--- src/rtl/core/cplr_pkg.sv ---
`timescale 1ns / 1ps
// ----------------------------------------------------------------------------
// cplr_pkg
// Shared types and constants for the clipped patterned line rasterizer.
// ----------------------------------------------------------------------------
package cplr_pkg;

  localparam int CFG_W    = 32;
  localparam int CFG_IDX_W = 3;
  localparam int REG_W    = 13;
  localparam int PIX_W    = 12;
  localparam int COLOR_W  = 8;
  localparam int PAT_W    = 32;

  localparam logic [CFG_IDX_W-1:0] REG_SCREEN_W = 3'd0;
  localparam logic [CFG_IDX_W-1:0] REG_SCREEN_H = 3'd1;
  localparam logic [CFG_IDX_W-1:0] REG_CLIP_L   = 3'd2;
  localparam logic [CFG_IDX_W-1:0] REG_CLIP_T   = 3'd3;
  localparam logic [CFG_IDX_W-1:0] REG_CLIP_R   = 3'd4;
  localparam logic [CFG_IDX_W-1:0] REG_CLIP_B   = 3'd5;
  localparam logic [CFG_IDX_W-1:0] REG_PATTERN  = 3'd6;
  localparam logic [CFG_IDX_W-1:0] REG_COLOR    = 3'd7;

  localparam logic CMD_LOAD = 1'b0;
  localparam logic CMD_STEP = 1'b1;

  localparam logic [PAT_W-1:0] SOLID_PATTERN = 32'hFFFF_FFFF;

  typedef struct packed {
    logic [REG_W-1:0] screen_w;
    logic [REG_W-1:0] screen_h;
    logic [REG_W-1:0] clip_l;
    logic [REG_W-1:0] clip_t;
    logic [REG_W-1:0] clip_r;
    logic [REG_W-1:0] clip_b;
    logic [PAT_W-1:0] pattern;
    logic [COLOR_W-1:0] color;
  } cfg_t;

  typedef struct packed {
    logic [PIX_W-1:0]   px;
    logic [PIX_W-1:0]   py;
    logic [COLOR_W-1:0] color;
    logic               valid;
    logic               done;
  } res_t;

endpackage

--- src/rtl/core/cplr_div.sv ---
`timescale 1ns / 1ps
// ----------------------------------------------------------------------------
// cplr_div
// Restoring unsigned divider, one quotient bit per cycle.
// ----------------------------------------------------------------------------
module cplr_div #(
  parameter int W = 36
) (
  input  logic         clk,
  input  logic         rst_n,
  input  logic         start,
  input  logic [W-1:0] num,
  input  logic [W-1:0] den,
  output logic         busy,
  output logic [W-1:0] quo
);
  localparam int CW = $clog2(W + 1);

  logic [W-1:0]  q_r, q_nxt;
  logic [W:0]    r_r, r_nxt;
  logic [W-1:0]  d_r, d_nxt;
  logic [CW-1:0] cnt_r, cnt_nxt;
  logic          busy_r, busy_nxt;
  logic [W:0]    sh;

  always_comb begin
    q_nxt = q_r; r_nxt = r_r; d_nxt = d_r; cnt_nxt = cnt_r; busy_nxt = busy_r;
    sh = {r_r[W-1:0], q_r[W-1]};
    if (start) begin
      q_nxt = num; r_nxt = '0; d_nxt = den; cnt_nxt = CW'(W); busy_nxt = 1'b1;
    end else if (busy_r) begin
      if (sh >= {1'b0, d_r}) begin
        r_nxt = sh - {1'b0, d_r};
        q_nxt = {q_r[W-2:0], 1'b1};
      end else begin
        r_nxt = sh;
        q_nxt = {q_r[W-2:0], 1'b0};
      end
      cnt_nxt = cnt_r - 1'b1;
      if (cnt_r == CW'(1)) busy_nxt = 1'b0;
    end
  end

  always_ff @(posedge clk) begin
    q_r <= q_nxt; r_r <= r_nxt; d_r <= d_nxt;
    if (!rst_n) begin
      busy_r <= 1'b0; cnt_r <= '0;
    end else begin
      busy_r <= busy_nxt; cnt_r <= cnt_nxt;
    end
  end

  assign busy = busy_r;
  assign quo  = q_r;
endmodule

--- src/rtl/core/cplr_front.sv ---
`timescale 1ns / 1ps
// ----------------------------------------------------------------------------
// cplr_front
// Accepts items, clips load endpoints with a shared multiplier and divider,
// and forwards a decoded command to the step engine through a short queue.
// ----------------------------------------------------------------------------
module cplr_front #(
  parameter int CW = 16
) (
  input  logic                  clk,
  input  logic                  rst_n,
  input  cplr_pkg::cfg_t        cfg,
  input  logic                  in_push,
  output logic                  in_full,
  input  logic                  in_cmd,
  input  logic signed [CW-1:0]  in_x_start,
  input  logic signed [CW-1:0]  in_y_start,
  input  logic signed [CW-1:0]  in_x_end,
  input  logic signed [CW-1:0]  in_y_end,
  output logic                  q_push,
  input  logic                  q_full,
  output logic [4+5*(CW+2)-1:0] q_data
);
  import cplr_pkg::*;

  localparam int VW = CW + 2;           // working coordinate width
  localparam int MW = 2 * VW + 1;       // product / divider width

  typedef enum logic [6:0] {
    S_IDLE  = 7'b0000001,
    S_CLIP  = 7'b0000010,
    S_MUL   = 7'b0000100,
    S_DIV   = 7'b0001000,
    S_WAIT  = 7'b0010000,
    S_APPLY = 7'b0100000,
    S_SEND  = 7'b1000000
  } st_t;

  st_t st_r, st_nxt;
  logic signed [VW-1:0] x1_r, y1_r, x2_r, y2_r, dx_r, dy_r;
  logic signed [VW-1:0] x1_nxt, y1_nxt, x2_nxt, y2_nxt, dx_nxt, dy_nxt;
  logic [2:0] ph_r, ph_nxt;         // clip phase 0..3
  logic rej_r, rej_nxt, cmd_r, cmd_nxt, neg_r, neg_nxt;
  logic signed [VW-1:0] a_r, a_nxt, b_r, b_nxt, c_r, c_nxt;
  logic [MW-1:0] prod_r, prod_nxt;

  logic div_start, div_busy;
  logic [MW-1:0] div_q;

  cplr_div #(.W(MW)) u_div (
    .clk(clk), .rst_n(rst_n), .start(div_start),
    .num(prod_r), .den(MW'(c_r[VW-1] ? -c_r : c_r)),
    .busy(div_busy), .quo(div_q)
  );

  logic signed [VW-1:0] w, h, wm1, hm1, scl;
  logic need;
  logic signed [VW-1:0] aa, bb, cc;
  logic signed [VW-1:0] sx1, sy1, sx2, sy2, t;
  logic solid, ymaj, mdown;
  logic [VW-1:0] adx, ady, mrun, nrun;
  logic [VW-1:0] ma, mb;

  always_comb begin
    w = VW'($signed({1'b0, cfg.screen_w}));
    h = VW'($signed({1'b0, cfg.screen_h}));
    wm1 = w - VW'(1);
    hm1 = h - VW'(1);
    t = '0;
    st_nxt = st_r;
    x1_nxt = x1_r; y1_nxt = y1_r; x2_nxt = x2_r; y2_nxt = y2_r;
    dx_nxt = dx_r; dy_nxt = dy_r; ph_nxt = ph_r; rej_nxt = rej_r;
    cmd_nxt = cmd_r; neg_nxt = neg_r; a_nxt = a_r; b_nxt = b_r; c_nxt = c_r;
    prod_nxt = prod_r;
    div_start = 1'b0;
    need = 1'b0; aa = '0; bb = '0; cc = '0;
    ma = a_r[VW-1] ? VW'(-a_r) : VW'(a_r);
    mb = b_r[VW-1] ? VW'(-b_r) : VW'(b_r);
    scl = neg_r ? -VW'(div_q) : VW'(div_q);
    case (st_r)
      S_IDLE: begin
        if (in_push) begin
          cmd_nxt = in_cmd;
          x1_nxt = VW'(in_x_start); y1_nxt = VW'(in_y_start);
          x2_nxt = VW'(in_x_end);   y2_nxt = VW'(in_y_end);
          dx_nxt = VW'(in_x_end) - VW'(in_x_start);
          dy_nxt = VW'(in_y_end) - VW'(in_y_start);
          rej_nxt = 1'b0; ph_nxt = '0;
          st_nxt = (in_cmd == CMD_LOAD) ? S_CLIP : S_SEND;
        end
      end
      S_CLIP: begin
        // each phase: at most one scaled move, after a reject test in phases 0 and 2
        case (ph_r)
          3'd0: begin
            if (!dx_r[VW-1]) begin
              if (x1_r >= w || x2_r < 0) rej_nxt = 1'b1;
              else if (x1_r < 0) begin
                need = (dy_r != 0); aa = -x1_r; bb = dy_r; cc = dx_r;
                if (!need) x1_nxt = '0;
              end
            end else begin
              if (x2_r >= w || x1_r < 0) rej_nxt = 1'b1;
              else if (x2_r < 0) begin
                need = (dy_r != 0); aa = -x2_r; bb = dy_r; cc = dx_r;
                if (!need) x2_nxt = '0;
              end
            end
          end
          3'd1: begin
            if (!dx_r[VW-1]) begin
              if (x2_r >= w) begin
                need = (dy_r != 0); aa = wm1 - x2_r; bb = dy_r; cc = dx_r;
                if (!need) x2_nxt = wm1;
              end
            end else if (x1_r >= w) begin
              need = (dy_r != 0); aa = wm1 - x1_r; bb = dy_r; cc = dx_r;
              if (!need) x1_nxt = wm1;
            end
          end
          3'd2: begin
            if (!dy_r[VW-1]) begin
              if (y1_r >= h || y2_r < 0) rej_nxt = 1'b1;
              else if (y1_r < 0) begin
                need = (dx_r != 0); aa = -y1_r; bb = dx_r; cc = dy_r;
                if (!need) begin y1_nxt = '0; if (x1_r < 0) x1_nxt = '0; end
              end
            end else begin
              if (y2_r >= h || y1_r < 0) rej_nxt = 1'b1;
              else if (y2_r < 0) begin
                need = (dx_r != 0); aa = -y2_r; bb = dx_r; cc = dy_r;
                if (!need) begin y2_nxt = '0; if (x2_r < 0) x2_nxt = '0; end
              end
            end
          end
          default: begin
            if (!dy_r[VW-1]) begin
              if (y2_r >= h) begin
                need = (dx_r != 0); aa = hm1 - y2_r; bb = dx_r; cc = dy_r;
                if (!need) begin y2_nxt = hm1; if (x2_r < 0) x2_nxt = '0; end
              end
            end else if (y1_r >= h) begin
              need = (dx_r != 0); aa = hm1 - y1_r; bb = dx_r; cc = dy_r;
              if (!need) begin y1_nxt = hm1; if (x1_r < 0) x1_nxt = '0; end
            end
          end
        endcase
        a_nxt = aa; b_nxt = bb; c_nxt = cc;
        neg_nxt = (aa[VW-1] ^ bb[VW-1]) ^ cc[VW-1];
        if (rej_nxt) st_nxt = S_SEND;
        else if (need) st_nxt = S_MUL;
        else if (ph_r == 3'd3) st_nxt = S_SEND;
        else ph_nxt = ph_r + 3'd1;
      end
      S_MUL: begin
        prod_nxt = MW'(ma) * MW'(mb);
        st_nxt = S_DIV;
      end
      S_DIV: begin
        div_start = 1'b1;
        st_nxt = S_WAIT;
      end
      S_WAIT: begin
        if (!div_busy) st_nxt = S_APPLY;
      end
      S_APPLY: begin
        case (ph_r)
          3'd0: if (!dx_r[VW-1]) begin y1_nxt = y1_r + scl; x1_nxt = '0; end
                else begin y2_nxt = y2_r + scl; x2_nxt = '0; end
          3'd1: if (!dx_r[VW-1]) begin y2_nxt = y2_r + scl; x2_nxt = wm1; end
                else begin y1_nxt = y1_r + scl; x1_nxt = wm1; end
          3'd2: if (!dy_r[VW-1]) begin
                  t = x1_r + scl; x1_nxt = t[VW-1] ? '0 : t; y1_nxt = '0;
                end else begin
                  t = x2_r + scl; x2_nxt = t[VW-1] ? '0 : t; y2_nxt = '0;
                end
          default: if (!dy_r[VW-1]) begin
                  t = x2_r + scl; x2_nxt = t[VW-1] ? '0 : t; y2_nxt = hm1;
                end else begin
                  t = x1_r + scl; x1_nxt = t[VW-1] ? '0 : t; y1_nxt = hm1;
                end
        endcase
        if (ph_r == 3'd3) st_nxt = S_SEND;
        else begin ph_nxt = ph_r + 3'd1; st_nxt = S_CLIP; end
      end
      S_SEND: begin
        if (!q_full) st_nxt = S_IDLE;
      end
      default: st_nxt = S_IDLE;
    endcase
  end

  // order endpoints and pick axes for the queued command
  always_comb begin
    solid = (cfg.pattern == '0) || (cfg.pattern == SOLID_PATTERN);
    sx1 = x1_r; sy1 = y1_r; sx2 = x2_r; sy2 = y2_r;
    adx = (dx_r[VW-1] ? VW'(-dx_r) : VW'(dx_r)) + 1'b1;
    ady = (dy_r[VW-1] ? VW'(-dy_r) : VW'(dy_r)) + 1'b1;
    mdown = 1'b0;
    if (solid && x1_r == x2_r) begin
      ymaj = 1'b1; mrun = VW'(1); nrun = '0;
      if (y2_r < y1_r) begin sy1 = y2_r; sy2 = y1_r; end
    end else if (solid && y1_r == y2_r) begin
      ymaj = 1'b0; mrun = VW'(1); nrun = '0;
      if (x2_r < x1_r) begin sx1 = x2_r; sx2 = x1_r; end
    end else if (adx >= ady) begin
      ymaj = 1'b0; mrun = adx; nrun = ady;
      if (x2_r < x1_r) begin sx1 = x2_r; sx2 = x1_r; sy1 = y2_r; sy2 = y1_r; end
      mdown = !(sy2 > sy1);
    end else begin
      ymaj = 1'b1; mrun = ady; nrun = adx;
      if (y2_r < y1_r) begin sx1 = x2_r; sx2 = x1_r; sy1 = y2_r; sy2 = y1_r; end
      mdown = !(sx2 > sx1);
    end
  end

  assign in_full = (st_r != S_IDLE);
  assign q_push  = (st_r == S_SEND) && !q_full;
  assign q_data  = {cmd_r, rej_r, ymaj, mdown,
                    ymaj ? sy1 : sx1, ymaj ? sy2 : sx2, ymaj ? sx1 : sy1,
                    mrun, nrun};

  always_ff @(posedge clk) begin
    x1_r <= x1_nxt; y1_r <= y1_nxt; x2_r <= x2_nxt; y2_r <= y2_nxt;
    dx_r <= dx_nxt; dy_r <= dy_nxt; ph_r <= ph_nxt; rej_r <= rej_nxt;
    cmd_r <= cmd_nxt; neg_r <= neg_nxt; a_r <= a_nxt; b_r <= b_nxt; c_r <= c_nxt;
    prod_r <= prod_nxt;
    if (!rst_n) st_r <= S_IDLE;
    else st_r <= st_nxt;
  end
endmodule

--- src/rtl/core/cplr_back.sv ---
`timescale 1ns / 1ps
// ----------------------------------------------------------------------------
// cplr_back
// Command queue and step engine: holds line state, emits one result per
// command into a one-entry output register.
// ----------------------------------------------------------------------------
module cplr_back #(
  parameter int CW = 16,
  parameter int PATTERN_LENGTH = 32
) (
  input  logic               clk,
  input  logic               rst_n,
  input  cplr_pkg::cfg_t     cfg,
  input  logic               q_push,
  output logic               q_full,
  input  logic [4+5*(CW+2)-1:0] q_data,
  output logic               out_empty,
  input  logic               out_pop,
  output cplr_pkg::res_t     res,
  output logic               busy
);
  import cplr_pkg::*;

  localparam int VW = CW + 2;
  localparam int QW = 4 + 5 * VW;
  localparam int PW = $clog2(PATTERN_LENGTH);
  localparam int EW = VW + 1;

  // two-entry command queue
  logic [QW-1:0] qm_r [2];
  logic [1:0] qcnt_r, qcnt_nxt;
  logic qwp_r, qrp_r;
  logic deq;

  logic signed [VW-1:0] cmaj_r, cmin_r, emaj_r;
  logic [EW-1:0] err_r, mrun_r, nrun_r;
  logic mdown_r, ymaj_r, act_r;
  logic [PW-1:0] pidx_r;
  res_t out_r, res_nxt;
  logic full_r;

  logic c_cmd, c_rej, c_ymaj, c_mdown;
  logic signed [VW-1:0] c_s, c_e, c_m;
  logic [VW-1:0] c_mr, c_nr;
  logic signed [VW-1:0] px, py, cmaj_inc;
  logic pat, in_clip, solid;
  logic [EW-1:0] esum;

  assign {c_cmd, c_rej, c_ymaj, c_mdown, c_s, c_e, c_m, c_mr, c_nr} = qm_r[qrp_r];
  assign q_full = (qcnt_r == 2'd2);
  assign deq = (qcnt_r != 2'd0) && (!full_r || out_pop);
  assign solid = (cfg.pattern == '0) || (cfg.pattern == SOLID_PATTERN);
  assign px = ymaj_r ? cmin_r : cmaj_r;
  assign py = ymaj_r ? cmaj_r : cmin_r;
  assign pat = solid || ((32'(pidx_r) < 32'd32) && cfg.pattern[5'(pidx_r)]);
  assign in_clip = !px[VW-1] && !py[VW-1] &&
                   px >= VW'(cfg.clip_l) && px < VW'(cfg.clip_r) &&
                   py >= VW'(cfg.clip_t) && py < VW'(cfg.clip_b);
  assign esum = err_r + nrun_r;
  assign cmaj_inc = cmaj_r + 1'b1;

  always_comb begin
    qcnt_nxt = qcnt_r;
    if (q_push && !deq) qcnt_nxt = qcnt_r + 2'd1;
    else if (!q_push && deq) qcnt_nxt = qcnt_r - 2'd1;
  end

  always_comb begin
    res_nxt = '0;
    if (c_cmd == CMD_LOAD) begin
      res_nxt.done = c_rej;
    end else if (!act_r) begin
      res_nxt.done = 1'b1;
    end else begin
      res_nxt.px = PIX_W'(px);
      res_nxt.py = PIX_W'(py);
      res_nxt.color = cfg.color;
      res_nxt.valid = pat && in_clip;
      res_nxt.done = (cmaj_inc > emaj_r);
    end
  end

  always_ff @(posedge clk) begin
    if (q_push) qm_r[qwp_r] <= q_data;
    if (!rst_n) begin
      qcnt_r <= '0; qwp_r <= 1'b0; qrp_r <= 1'b0; full_r <= 1'b0; act_r <= 1'b0;
      cmaj_r <= '0; cmin_r <= '0; emaj_r <= '0; err_r <= '0; mrun_r <= '0;
      nrun_r <= '0; mdown_r <= 1'b0; ymaj_r <= 1'b0; pidx_r <= '0;
    end else begin
      qcnt_r <= qcnt_nxt;
      if (q_push) qwp_r <= !qwp_r;
      if (out_pop && full_r && !deq) full_r <= 1'b0;
      if (deq) begin
        qrp_r <= !qrp_r;
        full_r <= 1'b1;
        out_r <= res_nxt;
        if (c_cmd == CMD_LOAD) begin
          act_r <= !c_rej;
          if (!c_rej) begin
            ymaj_r <= c_ymaj; mdown_r <= c_mdown; cmaj_r <= c_s; emaj_r <= c_e;
            cmin_r <= c_m; mrun_r <= EW'(c_mr); nrun_r <= EW'(c_nr);
            err_r <= '0; pidx_r <= '0;
          end
        end else if (act_r) begin
          if (!solid)
            pidx_r <= (pidx_r == PW'(PATTERN_LENGTH - 1)) ? '0 : pidx_r + 1'b1;
          if (esum >= mrun_r) begin
            err_r <= esum - mrun_r;
            cmin_r <= mdown_r ? cmin_r - 1'b1 : cmin_r + 1'b1;
          end else err_r <= esum;
          cmaj_r <= cmaj_inc;
          act_r <= !(cmaj_inc > emaj_r);
        end
      end
    end
  end

  assign out_empty = !full_r;
  assign res = out_r;
  assign busy = (qcnt_r != 2'd0);
endmodule

--- src/rtl/core/clipped_patterned_line_rasterizer.sv ---
`timescale 1ns / 1ps
// ----------------------------------------------------------------------------
// clipped_patterned_line_rasterizer
// Load items are clipped in the front, with up to four clip divisions on a serial
// divider; the front takes one item at a time and keeps full high until it is queued.
// Reset: synchronous active low; registers take screen 640x480, solid
// pattern, color 0, line idle.
// ----------------------------------------------------------------------------
module clipped_patterned_line_rasterizer #(
  parameter int COORD_WIDTH = 16,
  parameter int PATTERN_LENGTH = 32
) (
  input  logic                          clk,
  input  logic                          rst_n,
  input  logic                          cfg_we,
  input  logic [cplr_pkg::CFG_IDX_W-1:0] cfg_index,
  input  logic [cplr_pkg::CFG_W-1:0]    cfg_data,
  input  logic                          push,
  output logic                          full,
  input  logic                          in_cmd,
  input  logic signed [COORD_WIDTH-1:0] in_x_start,
  input  logic signed [COORD_WIDTH-1:0] in_y_start,
  input  logic signed [COORD_WIDTH-1:0] in_x_end,
  input  logic signed [COORD_WIDTH-1:0] in_y_end,
  output logic                          empty,
  input  logic                          pop,
  output logic [cplr_pkg::PIX_W-1:0]    out_pixel_x,
  output logic [cplr_pkg::PIX_W-1:0]    out_pixel_y,
  output logic [cplr_pkg::COLOR_W-1:0]  out_pixel_color,
  output logic                          out_pixel_valid,
  output logic                          out_line_done
);
  import cplr_pkg::*;

  localparam int VW = COORD_WIDTH + 2;
  localparam int QW = 4 + 5 * VW;

  cfg_t cfg_r;
  logic q_push, q_full, busy;
  logic [QW-1:0] q_data;
  res_t res;

  always_ff @(posedge clk) begin
    if (!rst_n) begin
      cfg_r.screen_w <= 13'd640; cfg_r.screen_h <= 13'd480;
      cfg_r.clip_l <= '0; cfg_r.clip_t <= '0;
      cfg_r.clip_r <= 13'd640; cfg_r.clip_b <= 13'd480;
      cfg_r.pattern <= '0; cfg_r.color <= '0;
    end else if (cfg_we) begin
      case (cfg_index)
        REG_SCREEN_W: cfg_r.screen_w <= cfg_data[REG_W-1:0];
        REG_SCREEN_H: cfg_r.screen_h <= cfg_data[REG_W-1:0];
        REG_CLIP_L:   cfg_r.clip_l   <= cfg_data[REG_W-1:0];
        REG_CLIP_T:   cfg_r.clip_t   <= cfg_data[REG_W-1:0];
        REG_CLIP_R:   cfg_r.clip_r   <= cfg_data[REG_W-1:0];
        REG_CLIP_B:   cfg_r.clip_b   <= cfg_data[REG_W-1:0];
        REG_PATTERN:  cfg_r.pattern  <= cfg_data[PAT_W-1:0];
        REG_COLOR:    cfg_r.color    <= cfg_data[COLOR_W-1:0];
        default: ;
      endcase
    end
  end

  cplr_front #(.CW(COORD_WIDTH)) u_front (
    .clk(clk), .rst_n(rst_n), .cfg(cfg_r),
    .in_push(push), .in_full(full), .in_cmd(in_cmd),
    .in_x_start(in_x_start), .in_y_start(in_y_start),
    .in_x_end(in_x_end), .in_y_end(in_y_end),
    .q_push(q_push), .q_full(q_full), .q_data(q_data)
  );

  cplr_back #(.CW(COORD_WIDTH), .PATTERN_LENGTH(PATTERN_LENGTH)) u_back (
    .clk(clk), .rst_n(rst_n), .cfg(cfg_r),
    .q_push(q_push), .q_full(q_full), .q_data(q_data),
    .out_empty(empty), .out_pop(pop), .res(res), .busy(busy)
  );

  assign out_pixel_x     = res.px;
  assign out_pixel_y     = res.py;
  assign out_pixel_color = res.color;
  assign out_pixel_valid = res.valid;
  assign out_line_done   = res.done;

  a_no_push_full: assert property (@(posedge clk) disable iff (!rst_n)
    q_full |-> !q_push) else $error("queue overrun");
  a_valid_not_done_load: assert property (@(posedge clk) disable iff (!rst_n)
    (!empty && out_pixel_valid) |-> (out_pixel_color == cfg_r.color))
    else $error("pixel color mismatch");
  a_full_busy: assert property (@(posedge clk) disable iff (!rst_n)
    busy |=> (busy || !empty)) else $error("queued item lost");
endmodule

--- config.mk ---
export PLATFORM = sky130hd
export DESIGN_NAME = clipped_patterned_line_rasterizer
export DESIGN_NICKNAME = d
export VERILOG_FILES = /design/src/rtl/core/cplr_pkg.sv /design/src/rtl/core/cplr_div.sv /design/src/rtl/core/cplr_front.sv /design/src/rtl/core/cplr_back.sv /design/src/rtl/core/clipped_patterned_line_rasterizer.sv
export SDC_FILE = /design/constraint.sdc
export NUM_CORES = 2
export LEC_CHECK = 0
export ABC_CLOCK_PERIOD_IN_PS = 16400
export BUFFER_PORTS_ARGS = -buffer_cell sky130_fd_sc_hd__buf_2
export CORE_AREA = 4 4 470 472
export CTS_CLUSTER_SIZE = 25
export DETAILED_ROUTE_END_ITERATION = 8
export DIE_AREA = 0 0 474 476
export GPL_TIMING_DRIVEN = 1
export MAX_ROUTING_LAYER = met4
export SLEW_MARGIN = 20
export SYNTH_ARGS = -nofsm -noshare
export SYNTH_HDL_FRONTEND = slang
export SYNTH_SLANG_ARGS = --single-unit
export TNS_END_PERCENT = 20
--- constraint.sdc ---
create_clock -name clk -period 16.4 [get_ports clk]
set_input_delay 3.28 -clock clk [delete_from_list [all_inputs] [get_ports clk]]
set_output_delay 3.28 -clock clk [all_outputs]
set_load 0.01 [all_outputs]
Word-level counts from Yosys, hierarchy flattened
Memories as Yosys holds them, arrays and structs flattened. A register that Yosys moved wholly into a read port is not among the register bits.
Cells that the tools add are included.
{ "classes": {"muxes": 264, "div": 0, "n_reduce_logical": 68, "addsub": 35, "shift": 0, "n_bitwise": 5, "n_eq_ne": 74, "multipliers": 1, "n_lt_le_gt_ge": 21} }
{ "ops": {"columns": ["operator", "n"], "rows": [
  ["$mux 18", 161],
  ["$pmux 18 s3", 13],
  ["$neg 18->18", 9],
  ["$mux 17", 7],
  ["$mux 19", 4],
  ["$mux 37", 2],
  ["$add 18x1->18 const B", 4],
  ["$add 18x18->18", 4],
  ["$ge 18x14->1", 4],
  ["$lt 18x1->1 const B", 4],
  ["$pmux 18 s2", 2],
  ["$sub 14x18->18", 4],
  ["$reduce_bool 32->1", 2],
  ["$mux 7", 8],
  ["$gt 18x18->1", 3],
  ["$pmux 7 s7", 1],
  ["$mux 1", 47],
  ["$ne 3x3->1 const B", 15],
  ["$ge 38x37->1", 1],
  ["$neg 18->37", 1],
  ["$sub 37x37->37", 1],
  ["$eq 18x18->1", 2],
  ["$ge 18x13->1", 2],
  ["$lt 18x13->1", 2],
  ["64 further kinds", 165]
]} }
{ "totals": {"reg_bits": 603, "n_memories": 1, "latch_bits": 0, "rom_bits": 0, "ramBits": 188, "elab_cells": 519} }
{ "memory_table": {"columns": ["name", "words", "word_bits", "rd", "rd_ports_with_merged_regs", "write_ports", "line_no", "source"], "rows": [
  ["u_back.qm_r", 2, 94, 1, 1, 1, "cplr_back.sv:30", "logic [QW-1:0] qm_r [2];"]
]} }

Depth between registers and ports, before layout
{ "logic_depth": {"ltp_word": 12, "mapped_depth": 34} }

Hierarchy
Synthesis repeated with hierarchy kept, for this count alone.
{ "unflattened": {"hier_cells": 7371, "area_unflattened_um2": 66896.7} }
{ "by_module_without_submodules": {"columns": ["mod", "seq_area_each_um2", "cells_per_inst", "instances", "area_each_um2"], "rows": [
  ["cplr_front", 6145.9, 4570, 1, 37221.9],
  ["cplr_back", 9128.8, 1624, 1, 17976.0],
  ["cplr_div", 3103.0, 744, 1, 7288.2],
  ["clipped_patterned_line_rasterizer", 2362.3, 433, 1, 4410.5]
]} }

Least setup slack after synthesis
No wires, ideal clock.
{ "synth_timing": {"kind": "register -> register", "startpoint": "register u_front.a_r[0]", "endpoint": "register u_front.prod_r[34] (data pin)", "stages_incl_launch_ff": 33, "setup_time_ns": 0.258, "setup_slack_ns": 8.149, "n_path_buf": 2, "t_arrival_ns": 7.992, "path_cell_list": "edfxtp_1 inv_1 clkbuf_1 ha_1 nand2_1 or3_1 o21ai_0 nand2_1 xor2_1 clkbuf_1 nand2_1 fa_1 fa_1 inv_1 fa_1 fa_1 inv_1 fa_1 fa_1 inv_1 ha_1 a21o_1 a21oi_1 nand3_1 a211o_1 a41oi_1 o21ai_0 a21oi_1 nor2b_1 nor2_1 o21ai_1 o41a_1 xor2_1"} }
{ "synth_between": {"elab_chain_len": 3} }
{ "synth_lines": {"columns": ["item", "line_no", "source"], "rows": [
  ["start: declaration", "cplr_front.sv:44", "logic signed [VW-1:0] a_r, a_nxt, b_r, b_nxt, c_r, c_nxt;"],
  ["start signal: assignment", "cplr_front.sv:226", "cmd_r <= cmd_nxt; neg_r <= neg_nxt; a_r <= a_nxt; b_r <= b_nxt; c_r <= c_nxt;"],
  ["$neg 18->18", "cplr_front.sv:77", "ma = a_r[VW-1] ? VW'(-a_r) : VW'(a_r);"],
  ["$mux 18 *", "cplr_front.sv:77", null],
  ["$mul 18x18->36 *", "cplr_front.sv:156", "prod_nxt = MW'(ma) * MW'(mb);"],
  ["end signal: assignment", "cplr_front.sv:227", "prod_r <= prod_nxt;"],
  ["end: declaration", "cplr_front.sv:45", "logic [MW-1:0] prod_r, prod_nxt;"]
]} }
Mark *: on every way between the ends. The rest lies on a longest branch, timed or not.
A chain may end at the register's enable or synchronous reset.

Worst setup path after layout
Same ends and word-level chain as after synthesis.

==> impl_metrics.toml <==
[setup_path]
rr_worst_depth = 30
cp-startpoint = "u_front.a_r[0]"
cp_common_cell = "fa_1"
cp_max_fo = 12
cp-end-kind = "flop"
r2r_slack_ps = 6740
slowest_stage = "xor2_2"
reg2reg_to = "u_front.prod_r[34]"
start_kind = "flop"
cpPeakStageDelay_ps = 620
worst_ep_required_time_ps = 16910
worstSetupEndpoint = "u_front.prod_r[34]"
worstSetupPathType = "flop to flop"
crit_arrival_ps = 10170
r2r_start = "u_front.a_r[0]"

[yosys]
synth-xor-area-share = 0.0665
synth_area_mm2 = 0.0647
syn-instance-count = 7262
synth-seq-cells = 789
syn_area_per_cell_um2 = 8.91
ys.flop_type = "edfxtp_1"
ys_seq_area_frac = 0.321
synth_compound_area_frac = 0.164
synth_simple_gate_area_share = 0.160
synth.mux.area_fraction = 0.0356
yosysWarnings = 0
synthDistinctLibCells = 103
synth_top_family_by_area = "adder cells"
synth_edf_count = 497
synthAdderAreaFrac = 0.193
async_flop_share = 0

[global_routing]
overflow = 0
grt_pass1_vias = 53139
antenna_found_initial = 19
grt_max_degree = 92
grt_pass1_wl_um = 348000
grt_usage = 0.211

[min_path]
hold_path_class = "flop to flop"
worstHoldStart = "cfg_r[2]"

[final_layout]
area_growth_pct = 12.0
final_cells = 10322
fillerInstances = 22421
final_layout_size_suffix_gt1_frac = 0.0780
nets = 8317

[placement]
dpl.hpwl_um = 182000
dp_slack_ps = 6570
gp_congestion = 1.01
dp.cells = 10135
io_buffer_count = 140

[sta]
maxSlewViolCount = 0
fmax_mhz = 103
fin_setup_tns_ps = 0
rsz0062_at_grt = "false"
skew_ps = 60.9
tightest_slew_ps = 1140
fin_ws_ps = 6740
fin_crit_sh = 0.589
period_needed_ps = 9660
finalSetupViolations = 0
slew_headroom = 0.238
hold_viol = 0

[job]
drv_cap = 0

[floorplan]
die_h_um = 476
start_util = 0.299
pin_count = 141
core_area_mm2 = 0.217
dieWidth_um = 474
rows = 171
die_area_mm2 = 0.226

[power]
internal_power_mw = 6.53
clockPowerShare = 0.183
power_density_mw_per_mm2 = 164
combPwrFrac = 0.580
pwr-share-seq = 0.236
power_mw = 11.9
ir_worst_vdd_uv = 246
power_leakage_nw = 29.8
switching_share = 0.451
p_sw_mw = 5.37

[detailed_routing]
wl_per_cell_um = 23.0
antenna_left = 0
routed-via-count = 54828
drt_iter0_drc = 5113
viasPerCell = 5.31
dr.pass1.iters = 8
drcViolationCount = 0
totalWireLength_um = 237000

[clock_tree]
cts_tree = "built"
post_cts_buffers = 0
path_clk_slew_ps = 60
cts_buffer_depth = 3
cts_num_sinks = 789
clockRootBuffer = "clkbuf_16"
clk_latency_ps = 760
hold_buffers = 0
cts_htree_levels = 3
numCtsBuffers = 93
cts_resized = 0

[outcome]
status = "complete, no violations"
synthesized netlist by cell type (126+ instances only):
library cell / n / share of area
a21oi_1: 550 / 0.043
inv_1: 695 / 0.040
nand3_1: 126 / 0.0097
nor2_1: 603 / 0.035
xnor2_1: 326 / 0.044
clkbuf_1: 267 / 0.015
ha_1: 565 / 0.11
a21o_1: 126 / 0.015
edfxtp_1: 497 / 0.23
fa_1: 270 / 0.084
nand2_1: 839 / 0.049
o21ai_0: 364 / 0.028
xor2_1: 163 / 0.022
mux2i_1: 173 / 0.027
dfxtp_1: 292 / 0.090
state kept, by name (all words and copies together), names as in the netlist, 6 cells and up, named ones only:
name	flops
u_front.dx_r	17
cfg_r	118
u_back.emaj_r	18
u_front.u_div.quo	37
u_front.y1_r	18
u_front.b_r	17
u_front.x2_r	18
u_back.cmin_r	18
u_front.u_div.r_r	37
u_back.err_r	19
u_back.res	34
u_back.nrun_r	18
u_front.x1_r	18
u_front.st_r	7
u_front.dy_r	17
u_front.prod_r	36
u_front.c_r	18
u_front.u_div.cnt_r	6
u_front.u_div.d_r	37
u_front.a_r	18
u_back.mrun_r	18
u_front.y2_r	18
u_back.cmaj_r	18
u_back.qm_r	188
worst min path at each step:
stage,cells after the start,slack [ps],to
5_1_grt,2,470,cfg_r[4]
4_1_cts,2,450,cfg_r[6]
3_5_place_dp,2,440,cfg_r[1]
3_3_place_gp,2,440,cfg_r[0]
2_1_floorplan,0,420,u_back.qm_r[0][93]
6_report,2,450,cfg_r[2]
cell type report:
class	count	area (µm²)	share of cell area
multi-input cells	5503	40400	0.558
inverters	700	2640	0.0364
well taps	2854	3570	0.0493
clock inverters	51	613	0.00846
repair buffers	290	1830	0.0253
clock buffers	124	2600	0.0358
flip-flops and latches	789	20800	0.287
diodes	11	27.5	0.000380
cell usage in the layout (no fill, tap or decap), types with 38 or more instances in the layout:
master     instances
mux2i_1          172
o211ai_1          41
xor2_1           162
a22o_1            54
o31ai_1           40
nand2_1          839
clkbuf_16         95
a21oi_1          546
and2_1            42
fa_1             270
nand2b_1          76
edfxtp_1         497
nor3_1           123
inv_1            693
dfxtp_1          290
nand3_1          125
nor4_1            38
and3_1            93
o21ai_0          362
nand4_1           57
a21o_1           126
conb_1            43
buf_2            140
or3_1             48
ha_1             565
nor2_1           594
xnor2_1          320
o21a_1            53
a211oi_1         118
buf_4            149
nor2b_1           85
critical path, delay by kind of cell, from the launching register on:
| family | cells | cell delay (ps) |
|---|---|---|
| AND/OR/NAND/NOR | 7 | 1380 |
| flip-flops | 1 | 550 |
| adder cells (fa/ha/maj) | 8 | 3540 |
| AO/OA/AOI/OAI | 9 | 2620 |
| buffers and inverters | 4 | 550 |
| XOR/XNOR | 2 | 760 |
routing by layer:
metal	vias to the layer above	share of wire	routed length, µm	global-route usage
li1	25690	-	-	-
met1	26556	0.44	103000	0.277
met2	2082	0.43	102000	0.315
met3	500	0.076	17900	0.0335
met4	0	0.060	14200	0.109
met5	-	0	0	-
kinds of logic after synthesis:
group | after synthesis
DFF | 789
adders and majority gates | 835
buffers and inverters | 1011
other | 2
and+or+nand+nor | 2248
muxes | 214
xor gates and xnor gates | 490
AOI/OAI and AO/OA | 1673
metrics by stage:
| stage | instance area (µm²) | hold WS [ps] | utilization |
|---|---|---|---|
| final | 72500 | 454 | 0.335 |
| after global routing | 72500 | 467 | 0.335 |
| after CTS | 72400 | 453 | 0.334 |
| after detailed placement | 69200 | 443 | 0.320 |
| after global placement | 69200 | 438 | 0.319 |
| after floorplan | 64800 | 421 | - |
power by group through the flow:
stage                     Clock [mW]  Sequential (mW)  Combinational [mW]
final                           2.18             2.81                6.90
after global routing            2.31             2.82                7.67
after CTS                       2.24             2.81                6.85
after detailed placement           0             2.85                6.77
after global placement             0             2.84                6.73
after floorplan                    0             2.76                4.87
Note: power is estimated with default switching activity, not from simulation.
